`src/design/mdio_ms_pkg.sv`:
```
`timescale 1ns / 1ps

package mdio_ms_pkg;

  // Frame decoder modes, kept in a plain vector.
  localparam logic [1:0] MODE_IDLE    = 2'd0;
  localparam logic [1:0] MODE_READING = 2'd1;
  localparam logic [1:0] MODE_WRITING = 2'd2;

  // Clause 22 frame field codes.
  localparam logic [1:0] START_CODE = 2'b01;
  localparam logic [1:0] OPC_WRITE  = 2'b01;
  localparam logic [1:0] OPC_READ   = 2'b10;
  localparam logic [1:0] TA_WRITE   = 2'b10;

  // Bit counter landmarks; the counter runs signed from 32 down to -1.
  localparam int unsigned CntW = 7;
  localparam logic signed [CntW-1:0] CNT_RESYNC = 7'sd32;
  localparam logic signed [CntW-1:0] CNT_DECODE = 7'sd16;
  localparam logic signed [CntW-1:0] CNT_LAST   = 7'sd0;
  localparam logic signed [CntW-1:0] CNT_STOP   = -7'sd1;

  // Register map.
  localparam logic [4:0] REG_ID_HIGH = 5'd2;
  localparam logic [4:0] REG_ID_LOW  = 5'd3;

  // Configuration register indexes and reset values.
  localparam logic CFG_PHY_ID_HIGH = 1'b0;
  localparam logic CFG_PHY_ID_LOW  = 1'b1;
  localparam logic [15:0] PHY_ID_HIGH_RST = 16'h0022;
  localparam logic [15:0] PHY_ID_LOW_RST  = 16'h161a;

  // One result of the slave for one line sample.
  typedef struct packed {
    logic        mdi_level;
    logic        write_done;
    logic [4:0]  write_phy;
    logic [4:0]  write_reg;
    logic [15:0] write_data;
  } mdio_ms_result_t;

endpackage

```
`src/design/mdio_management_slave.sv`:
```
`timescale 1ns / 1ps

// MDIO clause 22 management slave, PHY side, fed with sampled line levels.
// Input channel: one transfer carries one sample of mdc, mdo and mdo_enable.
// Output channel: one transfer per input sample, giving the data-in level the
// slave drives and, on the sample that ends a write frame, the write's PHY
// address, register address and data (zero otherwise).
// Configuration: a write enable, a one-bit register index (0 for the high ID
// word, 1 for the low ID word) and 16 bits of data; write only while idle.
// From input transfer to output valid, the sample first lands in the input
// register, and the frame logic then runs from it into the result register.
// Throughput is one sample per cycle while the receiver does not stall; the
// input register takes a new sample while the result register holds a
// finished one that is stalled.
// When the receiver stalls, the result holds, the input register fills, and
// in_stall_o rises only once both are occupied.
// Reset clears the frame state, both valids and returns the ID words to their
// defaults.
module mdio_management_slave (
  input  logic        clk_i,
  input  logic        rst_ni,
  input  logic        in_valid_i,
  output logic        in_stall_o,
  input  logic        mdc_i,
  input  logic        mdo_i,
  input  logic        mdo_enable_i,
  output logic        out_valid_o,
  input  logic        out_stall_i,
  output logic        mdi_level_o,
  output logic        write_done_o,
  output logic [4:0]  write_phy_o,
  output logic [4:0]  write_reg_o,
  output logic [15:0] write_data_o,
  input  logic        cfg_we_i,
  input  logic        cfg_index_i,
  input  logic [15:0] cfg_data_i
);
  import mdio_ms_pkg::*;

  logic            in_valid_q;
  logic            mdc_q, mdo_q, mdo_en_q;
  logic            out_valid_q;
  mdio_ms_result_t res_d, res_q;
  logic            advance, in_take;
  logic [4:0]      rd_addr;
  logic [15:0]     rd_data;

  // A sample moves on when the result register is free or being emptied.
  assign advance    = in_valid_q & (~out_valid_q | ~out_stall_i);
  assign in_stall_o = in_valid_q & ~advance;
  assign in_take    = in_valid_i & ~in_stall_o;

  // Input register.
  always_ff @(posedge clk_i or negedge rst_ni) begin
    if (!rst_ni) begin
      in_valid_q <= 1'b0;
    end else if (in_take) begin
      in_valid_q <= 1'b1;
    end else if (advance) begin
      in_valid_q <= 1'b0;
    end
  end

  always_ff @(posedge clk_i) begin
    if (in_take) begin
      mdc_q    <= mdc_i;
      mdo_q    <= mdo_i;
      mdo_en_q <= mdo_enable_i;
    end
  end

  mdio_ms_id_regs u_id_regs (
    .clk_i       (clk_i),
    .rst_ni      (rst_ni),
    .cfg_we_i    (cfg_we_i),
    .cfg_index_i (cfg_index_i),
    .cfg_data_i  (cfg_data_i),
    .rd_addr_i   (rd_addr),
    .rd_data_o   (rd_data)
  );

  mdio_ms_frame u_frame (
    .clk_i        (clk_i),
    .rst_ni       (rst_ni),
    .step_i       (advance),
    .mdc_i        (mdc_q),
    .mdo_i        (mdo_q),
    .mdo_enable_i (mdo_en_q),
    .rd_addr_o    (rd_addr),
    .rd_data_i    (rd_data),
    .result_o     (res_d)
  );

  // Result register.
  always_ff @(posedge clk_i or negedge rst_ni) begin
    if (!rst_ni) begin
      out_valid_q <= 1'b0;
    end else if (advance) begin
      out_valid_q <= 1'b1;
    end else if (!out_stall_i) begin
      out_valid_q <= 1'b0;
    end
  end

  always_ff @(posedge clk_i) begin
    if (advance) begin
      res_q <= res_d;
    end
  end

  assign out_valid_o  = out_valid_q;
  assign mdi_level_o  = res_q.mdi_level;
  assign write_done_o = res_q.write_done;
  assign write_phy_o  = res_q.write_phy;
  assign write_reg_o  = res_q.write_reg;
  assign write_data_o = res_q.write_data;

endmodule

```
`src/design/mdio_ms_id_regs.sv`:
```
`timescale 1ns / 1ps

module mdio_ms_id_regs (
  input  logic        clk_i,
  input  logic        rst_ni,
  input  logic        cfg_we_i,
  input  logic        cfg_index_i,
  input  logic [15:0] cfg_data_i,
  input  logic [4:0]  rd_addr_i,
  output logic [15:0] rd_data_o
);
  import mdio_ms_pkg::*;

  logic [15:0] id_high_q;
  logic [15:0] id_low_q;

  // Identifier registers, written from the configuration port.
  always_ff @(posedge clk_i or negedge rst_ni) begin
    if (!rst_ni) begin
      id_high_q <= PHY_ID_HIGH_RST;
      id_low_q  <= PHY_ID_LOW_RST;
    end else if (cfg_we_i) begin
      unique case (cfg_index_i)
        CFG_PHY_ID_HIGH: id_high_q <= cfg_data_i;
        CFG_PHY_ID_LOW:  id_low_q  <= cfg_data_i;
        default: ;
      endcase
    end
  end

  // Register map: only the two identifier words read nonzero.
  always_comb begin
    unique case (rd_addr_i)
      REG_ID_HIGH: rd_data_o = id_high_q;
      REG_ID_LOW:  rd_data_o = id_low_q;
      default:     rd_data_o = '0;
    endcase
  end

endmodule

```
`src/design/mdio_ms_frame.sv`:
```
`timescale 1ns / 1ps

module mdio_ms_frame (
  input  logic                         clk_i,
  input  logic                         rst_ni,
  input  logic                         step_i,
  input  logic                         mdc_i,
  input  logic                         mdo_i,
  input  logic                         mdo_enable_i,
  output logic [4:0]                   rd_addr_o,
  input  logic [15:0]                  rd_data_i,
  output mdio_ms_pkg::mdio_ms_result_t result_o
);
  import mdio_ms_pkg::*;

  logic                   prev_clk_q;
  logic signed [CntW-1:0] cnt_q, cnt_d, cnt_e;
  logic [31:0]            shift_in_q, shift_in_d;
  logic [15:0]            shift_out_q, shift_out_d, shift_out_e;
  logic [1:0]             mode_q, mode_d, mode_e;
  logic [4:0]             phy_q, phy_d;
  logic [4:0]             reg_q, reg_d;
  logic                   mdi_q, mdi_d;
  logic                   rise;
  logic [1:0]             start_f, op_f, ta_f;

  assign rise      = mdc_i & ~prev_clk_q;
  assign start_f   = shift_in_d[15:14];
  assign op_f      = shift_in_d[13:12];
  assign ta_f      = shift_in_d[1:0];
  assign rd_addr_o = shift_in_d[6:2];

  // Frame logic, evaluated for a rising management clock edge.
  always_comb begin
    shift_in_d  = shift_in_q;
    cnt_e       = cnt_q;
    mode_e      = mode_q;
    shift_out_e = shift_out_q;
    phy_d       = phy_q;
    reg_d       = reg_q;
    mdi_d       = mdi_q;
    shift_out_d = shift_out_q;
    mode_d      = mode_q;
    cnt_d       = cnt_q;
    result_o    = '0;

    if (rise) begin
      shift_in_d = {shift_in_q[30:0], mdo_i & mdo_enable_i};

      // Thirty-two ones resynchronize the frame.
      if (&shift_in_d) begin
        cnt_e = CNT_RESYNC;
      end

      // Header decode once the sixteen header bits are in.
      if (cnt_e == CNT_DECODE) begin
        if (start_f == START_CODE && op_f == OPC_WRITE && ta_f == TA_WRITE) begin
          mode_e = MODE_WRITING;
        end else if (start_f == START_CODE && op_f == OPC_READ && !ta_f[0]) begin
          mode_e = MODE_READING;
        end else begin
          mode_e = MODE_IDLE;
        end
        if (mode_e != MODE_IDLE) begin
          phy_d = shift_in_d[11:7];
          reg_d = shift_in_d[6:2];
        end
        if (mode_e == MODE_READING) begin
          shift_out_e = rd_data_i;
        end
      end

      // Read data goes out most significant bit first.
      shift_out_d = shift_out_e;
      if (cnt_e < CNT_DECODE && mode_e == MODE_READING) begin
        mdi_d       = shift_out_e[15];
        shift_out_d = {shift_out_e[14:0], 1'b0};
      end

      // End of frame: a write reports its address and data.
      mode_d = mode_e;
      if (cnt_e == CNT_LAST && mode_e != MODE_IDLE) begin
        if (mode_e == MODE_WRITING) begin
          result_o.write_done = 1'b1;
          result_o.write_phy  = phy_d;
          result_o.write_reg  = reg_d;
          result_o.write_data = shift_in_d[15:0];
        end
        mode_d = MODE_IDLE;
      end

      // The counter stops at its bottom until the next resync.
      cnt_d = (cnt_e != CNT_STOP) ? cnt_e - 7'sd1 : cnt_e;
    end

    result_o.mdi_level = mdi_d;
  end

  // Frame state, advanced once per line sample transfer.
  always_ff @(posedge clk_i or negedge rst_ni) begin
    if (!rst_ni) begin
      prev_clk_q  <= 1'b0;
      cnt_q       <= '0;
      shift_in_q  <= '0;
      shift_out_q <= '0;
      mode_q      <= MODE_IDLE;
      phy_q       <= '0;
      reg_q       <= '0;
      mdi_q       <= 1'b0;
    end else if (step_i) begin
      prev_clk_q  <= mdc_i;
      cnt_q       <= cnt_d;
      shift_in_q  <= shift_in_d;
      shift_out_q <= shift_out_d;
      mode_q      <= mode_d;
      phy_q       <= phy_d;
      reg_q       <= reg_d;
      mdi_q       <= mdi_d;
    end
  end

endmodule

```
`config.mk`:
```
export PLATFORM = sky130hd
export DESIGN_NAME = mdio_management_slave
export DESIGN_NICKNAME = d
export VERILOG_FILES = /design/src/design/mdio_ms_pkg.sv /design/src/design/mdio_management_slave.sv /design/src/design/mdio_ms_id_regs.sv /design/src/design/mdio_ms_frame.sv
export SDC_FILE = /design/constraint.sdc
export NUM_CORES = 1
export LEC_CHECK = 0
export ABC_AREA = 1
export BUFFER_PORTS_ARGS = -buffer_cell sky130_fd_sc_hd__buf_2
export CORE_ASPECT_RATIO = 1.2
export CORE_UTILIZATION = 40
export DETAILED_ROUTE_END_ITERATION = 12
export PLACE_DENSITY_LB_ADDON = 0.3
export SETUP_SLACK_MARGIN = 0.05
export SLEW_MARGIN = 25
export SYNTH_ARGS = -nofsm -noshare
export SYNTH_HDL_FRONTEND = slang
export SYNTH_SLANG_ARGS = --single-unit
```
`constraint.sdc`:
```
create_clock -name clk_i -period 2.5 [get_ports clk_i]
set_input_delay 0.5 -clock clk_i [delete_from_list [all_inputs] [get_ports clk_i]]
set_output_delay 0.5 -clock clk_i [all_outputs]
set_load 0.005 [all_outputs]
```
==> out/qor.yml, run 1 <==
worst_setup_path:
  critPathLaunchType: "flip-flop"
  cp_max_fo: 7
  cp.arrival_ns: 2.53
  end_kind: "flip-flop"
  r2r_end: "write_data_o[14]"
  worstRegToRegCells: 13
  worstPathRequired_ns: 2.77
  criticalPathCategory: "flip-flop to flip-flop"
  rrSetupSlack_ns: 0.24
  regToRegStartpoint: "u_frame.shift_in_q[7]"
routing:
  met2_length_um: 6270
  ant_nets: 0
  vias: 4869
  highest_layer: "met4"
  met1_length_um: 5760
  drt-initial-drc-count: 293
  wl_per_cell_um: 12.7
  routed_wl_um: 12800
  viasPerCell: 4.81
  drc_errors: 0
  wl_met3_um: 500
  drt_pre_antenna_iters: 5
clock_network:
  cts_buffers: 17
  postCtsSetupRepairBufs: 0
  htree_levels: 4
  clock_latency_ns: 0.43
  cts.sinks: 133
  clk_pin_slew_ns: 0.06
  clockBufferDepth: 2
  root_buffer: "clkbuf_16"
  cts_tree: "yes"
cells_and_area:
  syn2layout_area_growth_pct: 19.3
  nFillCells: 1434
  n_antenna_cell: 0
  drive_gt1_share_pct: 17.8
  seqCellArea_um2: 3490
  nNetsFinal: 823
  multiInputGateArea_um2: 2290
  final_area_um2: 7440
  instances_no_fill: 1012
  final_util_pct: 49.1
floorplan:
  io_pins: 55
  coreArea_um2: 15100
  rows: 49
  die_w_um: 116
  die_h_um: 139
  start_util_pct: 41.2
  dieArea_um2: 16100
power_and_ir_drop:
  ir_worst_vdd_v: 0.000496
  swShare_pct: 34.0
  power_frac_seq_pct: 41.3
  p_sw_mw: 2.53
  p_leak_nw: 3.48
  internal_power_mw: 4.92
  power_density_nw_per_um2: 1000
  clockPowerShare_pct: 32.7
  p_comb_share_pct: 26.1
timing:
  finalSetupTns_ns: 0
  finalSetupViolCount: 0
  period_share_pct: 90.3
  final_hold_viol_count: 0
  maxSlewHeadroom_pct: 38.7
  rsz0062_at_grt: "yes"
  clock_skew_ns: 0.00718
  fmax_mhz: 443
  worst_pin_slew_ns: 0.918
  setup_ws_ns: 0.242
  drv_slew: 0
  min_period_ns: 2.26
global_route:
  first_global_vias: 4544
  grt_overflow: 0
  grt_usage_pct: 17.3
  antenna_found_initial: 0
  grt_pass1_wl_um: 21600
  grt_max_degree: 83
yosys:
  synth_cell_type_count: 38
  synthDominantCellAreaShare_pct: 37.7
  ys_ff_latch: 133
  ys_seq_area_share_pct: 56.0
  syn_avg_cell_area_um2: 8.51
  synth_top_cell_by_area: "dfrtp_1"
  yosysWarnings: 0
  synth_area_um2: 6240
  ys_top_cells_by_area: "dfrtp_1 (38%), edfxtp_1 (15%), nand2_1 (13%), o21ai_0 (7.6%), inv_1 (5.2%)"
  netlist_instances: 733
  syn-num-nets: 761
placed_design:
  dp_hpwl_um: 8300
  place_inst: 978
  place.gp.congestion: 0.822
  io_buffer_count: 54
  place_area_um2: 6810
  place_ws_ns: 0.0770
min_path:
  hold_path_class: "input pin to async pin"
status:
  run_status: "complete, no violations"
run:
  cap_violations: 0
[cells in the mapped netlist, drive strengths merged]
cell       n
nand3     60
dfstp      8
o211ai     1
nand4      5
edfxtp    31
nand2    217
nor3       1
a22oi      1
a21oi      4
xor2       2
inv       89
nand3b     1
a21o       1
dfrtp     94
o311ai     1
ha         3
o21ai    125
nor2      47
a2bb2oi    1
clkbuf    18
o31ai      1
clkinv     2
a31oi      2
buf       16
o22ai      2
[worst max-delay path, stage by stage (launching register included)]
cell      delay (ns)
dfrtp_1         0.38
nand2_1         0.08
nor2_1          0.12
nand2_1         0.08
nor2_2          0.17
nand2_4         0.06
nand2_1         0.08
ha_2            0.26
nand2_1         0.07
clkinv_1        0.10
nand3_2         0.12
nor2_4          0.20
nand3_2         0.23
nor2_1          0.16
[cells by family after synthesis]
group / after synthesis / share of synthesized area (%)
buf+inv: 125 / 8.22
fa+ha+maj: 3 / 0.602
xor+xnor: 2 / 0.281
simple gates: 331 / 23.0
compound gates: 139 / 11.9
flops: 133 / 56.0
[worst max-delay path by stage]
stage / slack, ns / to / start / cells past startpoint
2_1_floorplan: 0.36 / write_data_o[10] / u_frame.shift_in_q[0] / 13
3_3_place_gp: 0.15 / write_data_o[6] / u_frame.shift_in_q[25] / 13
3_5_place_dp: 0.08 / write_reg_o[4] / u_frame.shift_in_q[27] / 13
4_1_cts: 0.06 / write_reg_o[4] / u_frame.shift_in_q[7] / 13
5_1_grt: 0.02 / write_reg_o[0] / u_frame.shift_in_q[13] / 13
6_report: 0.24 / write_data_o[14] / u_frame.shift_in_q[7] / 13
[layer usage]
metal  up-vias  track usage [%]
li1       2493                -
met1      2250             21.5
met2       108             28.4
met3        18             4.11
met4         0             7.89
met5         -                0
[layout make-up]
| class | count | share of cell area (%) |
|---|---|---|
| timing repair buffer | 75 | 6.46 |
| clock inverter | 15 | 2.07 |
| multi-input combinational | 477 | 30.8 |
| sequential | 133 | 46.9 |
| tap | 204 | 3.43 |
| clock buffer | 17 | 5.72 |
| inverter | 91 | 4.59 |
[power groups by stage]
| stage | Clock [mW] | Sequential, mW | Combinational [mW] |
|---|---|---|---|
| 2_1_floorplan | 0 | 3.05 | 1.34 |
| 3_3_place_gp | 0 | 3.09 | 1.89 |
| 3_5_place_dp | 0 | 3.10 | 1.91 |
| 4_1_cts | 2.47 | 3.07 | 1.93 |
| 5_1_grt | 2.57 | 3.14 | 2.24 |
| 6_report | 2.43 | 3.07 | 1.94 |
[layout by cell type (no fill, tap or decap), drive strengths merged, types with 2 or more instances in the layout]
master	n
o22ai	2
nand3	62
clkinv	8
inv	93
bufinv	2
dfstp	8
xor2	2
nor2	47
clkinvlp	3
o21ai	125
dfrtp	94
ha	3
edfxtp	31
nand4	5
clkbuf	17
a31oi	2
nand2	217
buf	75
a21oi	4
[timing repair]
action | in CTS | in global routing
hold buffers | 0 | 0
endpoints found under the setup margin | 0 | 53
resized for setup | 0 | 12
[through the flow]
stage / hold slack [ns] / power [mW]
floorplan: 0.204 / 4.38
global placement: 0.456 / 4.99
detailed placement: 0.460 / 5.01
CTS: 0.0143 / 7.47
global route: 0.0250 / 7.96
finish: 0.00827 / 7.45
[registers in the layout (all words and copies together) (netlist names), 2 cells and up]
signal and count:
u_frame.phy_q 5, write_data_o 16, u_frame.mode_q 2, write_phy_o 5, u_frame.shift_in_q 31, u_id_regs.id_high_q 16, u_frame.shift_out_q 16, u_id_regs.id_low_q 16
u_frame.cnt_q 7, u_frame.reg_q 5, write_reg_o 5
Note: power is estimated with default switching activity, not from simulation.
==> run 2: changes to the inputs <==
clock period = 2.2 ns   (was 2.5 ns; I/O delays follow)
==> out/qor.yml, run 2 (same netlist as run 1, synthesis figures left out) <==
status:
  run_status: "complete, no violations"
routing:
  drt_pre_antenna_iters: 5  # unchanged
  viasPerCell: 4.75  # -1.3%
  routed_wl_um: 12900  # +0.69%
  vias: 5013  # +3.0%
  wl_per_cell_um: 12.2  # -3.5%
  drt-initial-drc-count: 291  # -0.68%
  drc_errors: 0  # unchanged
  ant_nets: 0  # unchanged
clock_network:
  clock_latency_ns: 0.42  # about the same
  cts_buffers: 17  # unchanged
  clockBufferDepth: 2  # unchanged
  cts.sinks: 133  # unchanged
  root_buffer: "clkbuf_16"
  cts_tree: "yes"
  clk_pin_slew_ns: 0.06  # about the same
  htree_levels: 4  # unchanged
min_path:
  hold_path_class: "input pin to flip-flop"
worst_setup_path:
  critPathLaunchType: "flip-flop"
  rrSetupSlack_ns: 0.06  # -0.18 ns
  cp.arrival_ns: 2.42  # -0.11 ns
  criticalPathCategory: "flip-flop to flip-flop"
  end_kind: "flip-flop"
  worstPathRequired_ns: 2.48  # -0.29 ns
  cp_max_fo: 7  # unchanged
timing:
  timing.hold.ws_ns: 0.194  # +0.186 ns
  fmax_mhz: 468  # +5.6%
  final_hold_viol_count: 0  # unchanged
  finalSetupViolCount: 0  # unchanged
  drv_slew: 0  # unchanged
  clock_skew_ns: 0.00791  # +0.000724 ns
  maxSlewHeadroom_pct: 69.7  # +31 points
  min_period_ns: 2.14  # -0.119 ns
  period_share_pct: 97.2  # +6.9 points
  rsz0062_at_grt: "yes"
  worst_pin_slew_ns: 0.454  # -0.463 ns
global_route:
  use_met2_pct: 28.4  # +0.063 points
  grt_overflow: 0  # unchanged
  use_met1_pct: 20.7  # -0.85 points
  grt_usage_pct: 17.0  # -0.37 points
  antenna_found_initial: 0  # unchanged
  first_global_vias: 4594  # +1.1%
  grt_busiest_layer: "met2"
  grt_util_met3_pct: 3.72  # -0.39 points
  grt_max_degree: 66  # -20%
  grt_pass1_wl_um: 21300  # -1.8%
cells_and_area:
  final_area_um2: 7960  # +7.0%
  nNetsFinal: 867  # +5.3%
  n_antenna_cell: 0  # unchanged
  largest_reg_flops: 31  # unchanged
  instances_no_fill: 1056  # +4.3%
  drive_gt1_share_pct: 24.6  # +6.8 points
  top_register: "u_frame.shift_in_q"
  final_cell_mix: "nand2_1 (200), dfrtp_1 (94), inv_1 (83), o21ai_0 (72)"
  syn2layout_area_growth_pct: 27.6
  layout_commonest_cell: "nand2_1"
power_and_ir_drop:
  ir_worst_vdd_v: 0.000518  # +4.4%
  internal_power_mw: 5.98  # +21%
  swShare_pct: 33.0  # -1.0 points
  p_leak_nw: 3.77  # +8.2%
  power_frac_seq_pct: 38.6  # -2.7 points
  p_comb_share_pct: 30.2  # +4.1 points
  p_sw_mw: 2.94  # +16%
  power_density_nw_per_um2: 1120  # +12%
  finalPower_mw: 8.92  # +20%
  clockPowerShare_pct: 31.2  # -1.5 points
floorplan:
  dieArea_um2: 16100  # unchanged
  die_w_um: 116  # unchanged
  die_h_um: 139  # unchanged
  start_util_pct: 41.2  # unchanged
  io_pins: 55  # unchanged
  rows: 49  # unchanged
  coreArea_um2: 15100  # unchanged
placed_design:
  place_inst: 1016  # +3.9%
  place_area_um2: 7110  # +4.4%
  place.gp.congestion: 0.805  # -2.1%
  io_buffer_count: 54  # unchanged
  dp_hpwl_um: 8500  # +2.4%
run:
  cap_violations: 0  # unchanged
run 2: area by class of cell:
cell class | count | area (um^2)
fill | 1433 | 7180
sequential | 133 | 3490
multi-input combinational | 475 | 2350
timing repair buffer | 121 | 923
clock buffer | 19 | 443
inverter | 91 | 344
tap | 204 | 255
clock inverter | 13 | 151
run 2: metrics by stage:
step | util (%) | setup TNS [ns] | worst slack [ns]
after floorplan | - | 0 | 0.0628
after global placement | 47.0 | -0.0133 | -0.00366
after detailed placement | 47.0 | -1.61 | -0.0663
after CTS | 51.2 | 0 | 0.0461
after global routing | 52.6 | -1.81 | -0.0806
final | 52.6 | 0 | 0.0611
run 2: per-layer routing:
layer	vias to the layer above	share of wire [%]
li1	2576	-
met1	2323	43
met2	90	51
met3	24	3.7
met4	0	2.3
met5	-	0
run 2: timing repair:
item / CTS / global route
endpoints found under the hold margin: 23 / 0
endpoints found under the setup margin: 53 / 55
cloned: 0 / 4
hold buffers: 1 / 0
resized for setup: 7 / 57
setup buffers: 1 / 2
pin swaps: 2 / 12
run 2: power by group through the flow:
stage	combinational [mW]	sequential (mW)	clock (mW)
after floorplan	1.52	3.46	0
after global placement	2.55	3.45	0
after detailed placement	2.56	3.47	0
after CTS	2.62	3.43	2.84
after global routing	3.07	3.51	2.93
final	2.70	3.44	2.78
run 2: final timing paths:
path                                     endpoint                   start  cells after the start
max                               write_data_o[7]                mdo_en_q                     14
min                                      mdo_en_q            mdo_enable_i                      1
max reg2reg                       write_data_o[7]                mdo_en_q                     14
min reg2reg                u_frame.shift_in_q[30]  u_frame.shift_in_q[30]                      2
max in group asynchronous   u_id_regs.id_low_q[9]                  rst_ni                      3
min in group asynchronous      u_frame.prev_clk_q                  rst_ni                      2
run 2: critical path: stages (launching register included):
cell and delay, ns:
edfxtp_1 0.41, nand3_2 0.10, nor2_1 0.04, nand2_1 0.09
nor2_4 0.05, nand2_4 0.07, buf_6 0.13, buf_4 0.13
nand3_1 0.14, inv_1 0.13, nand3_2 0.09, nor2_2 0.13
nand3_4 0.17, clkbuf_16 0.21, nor2_1 0.10
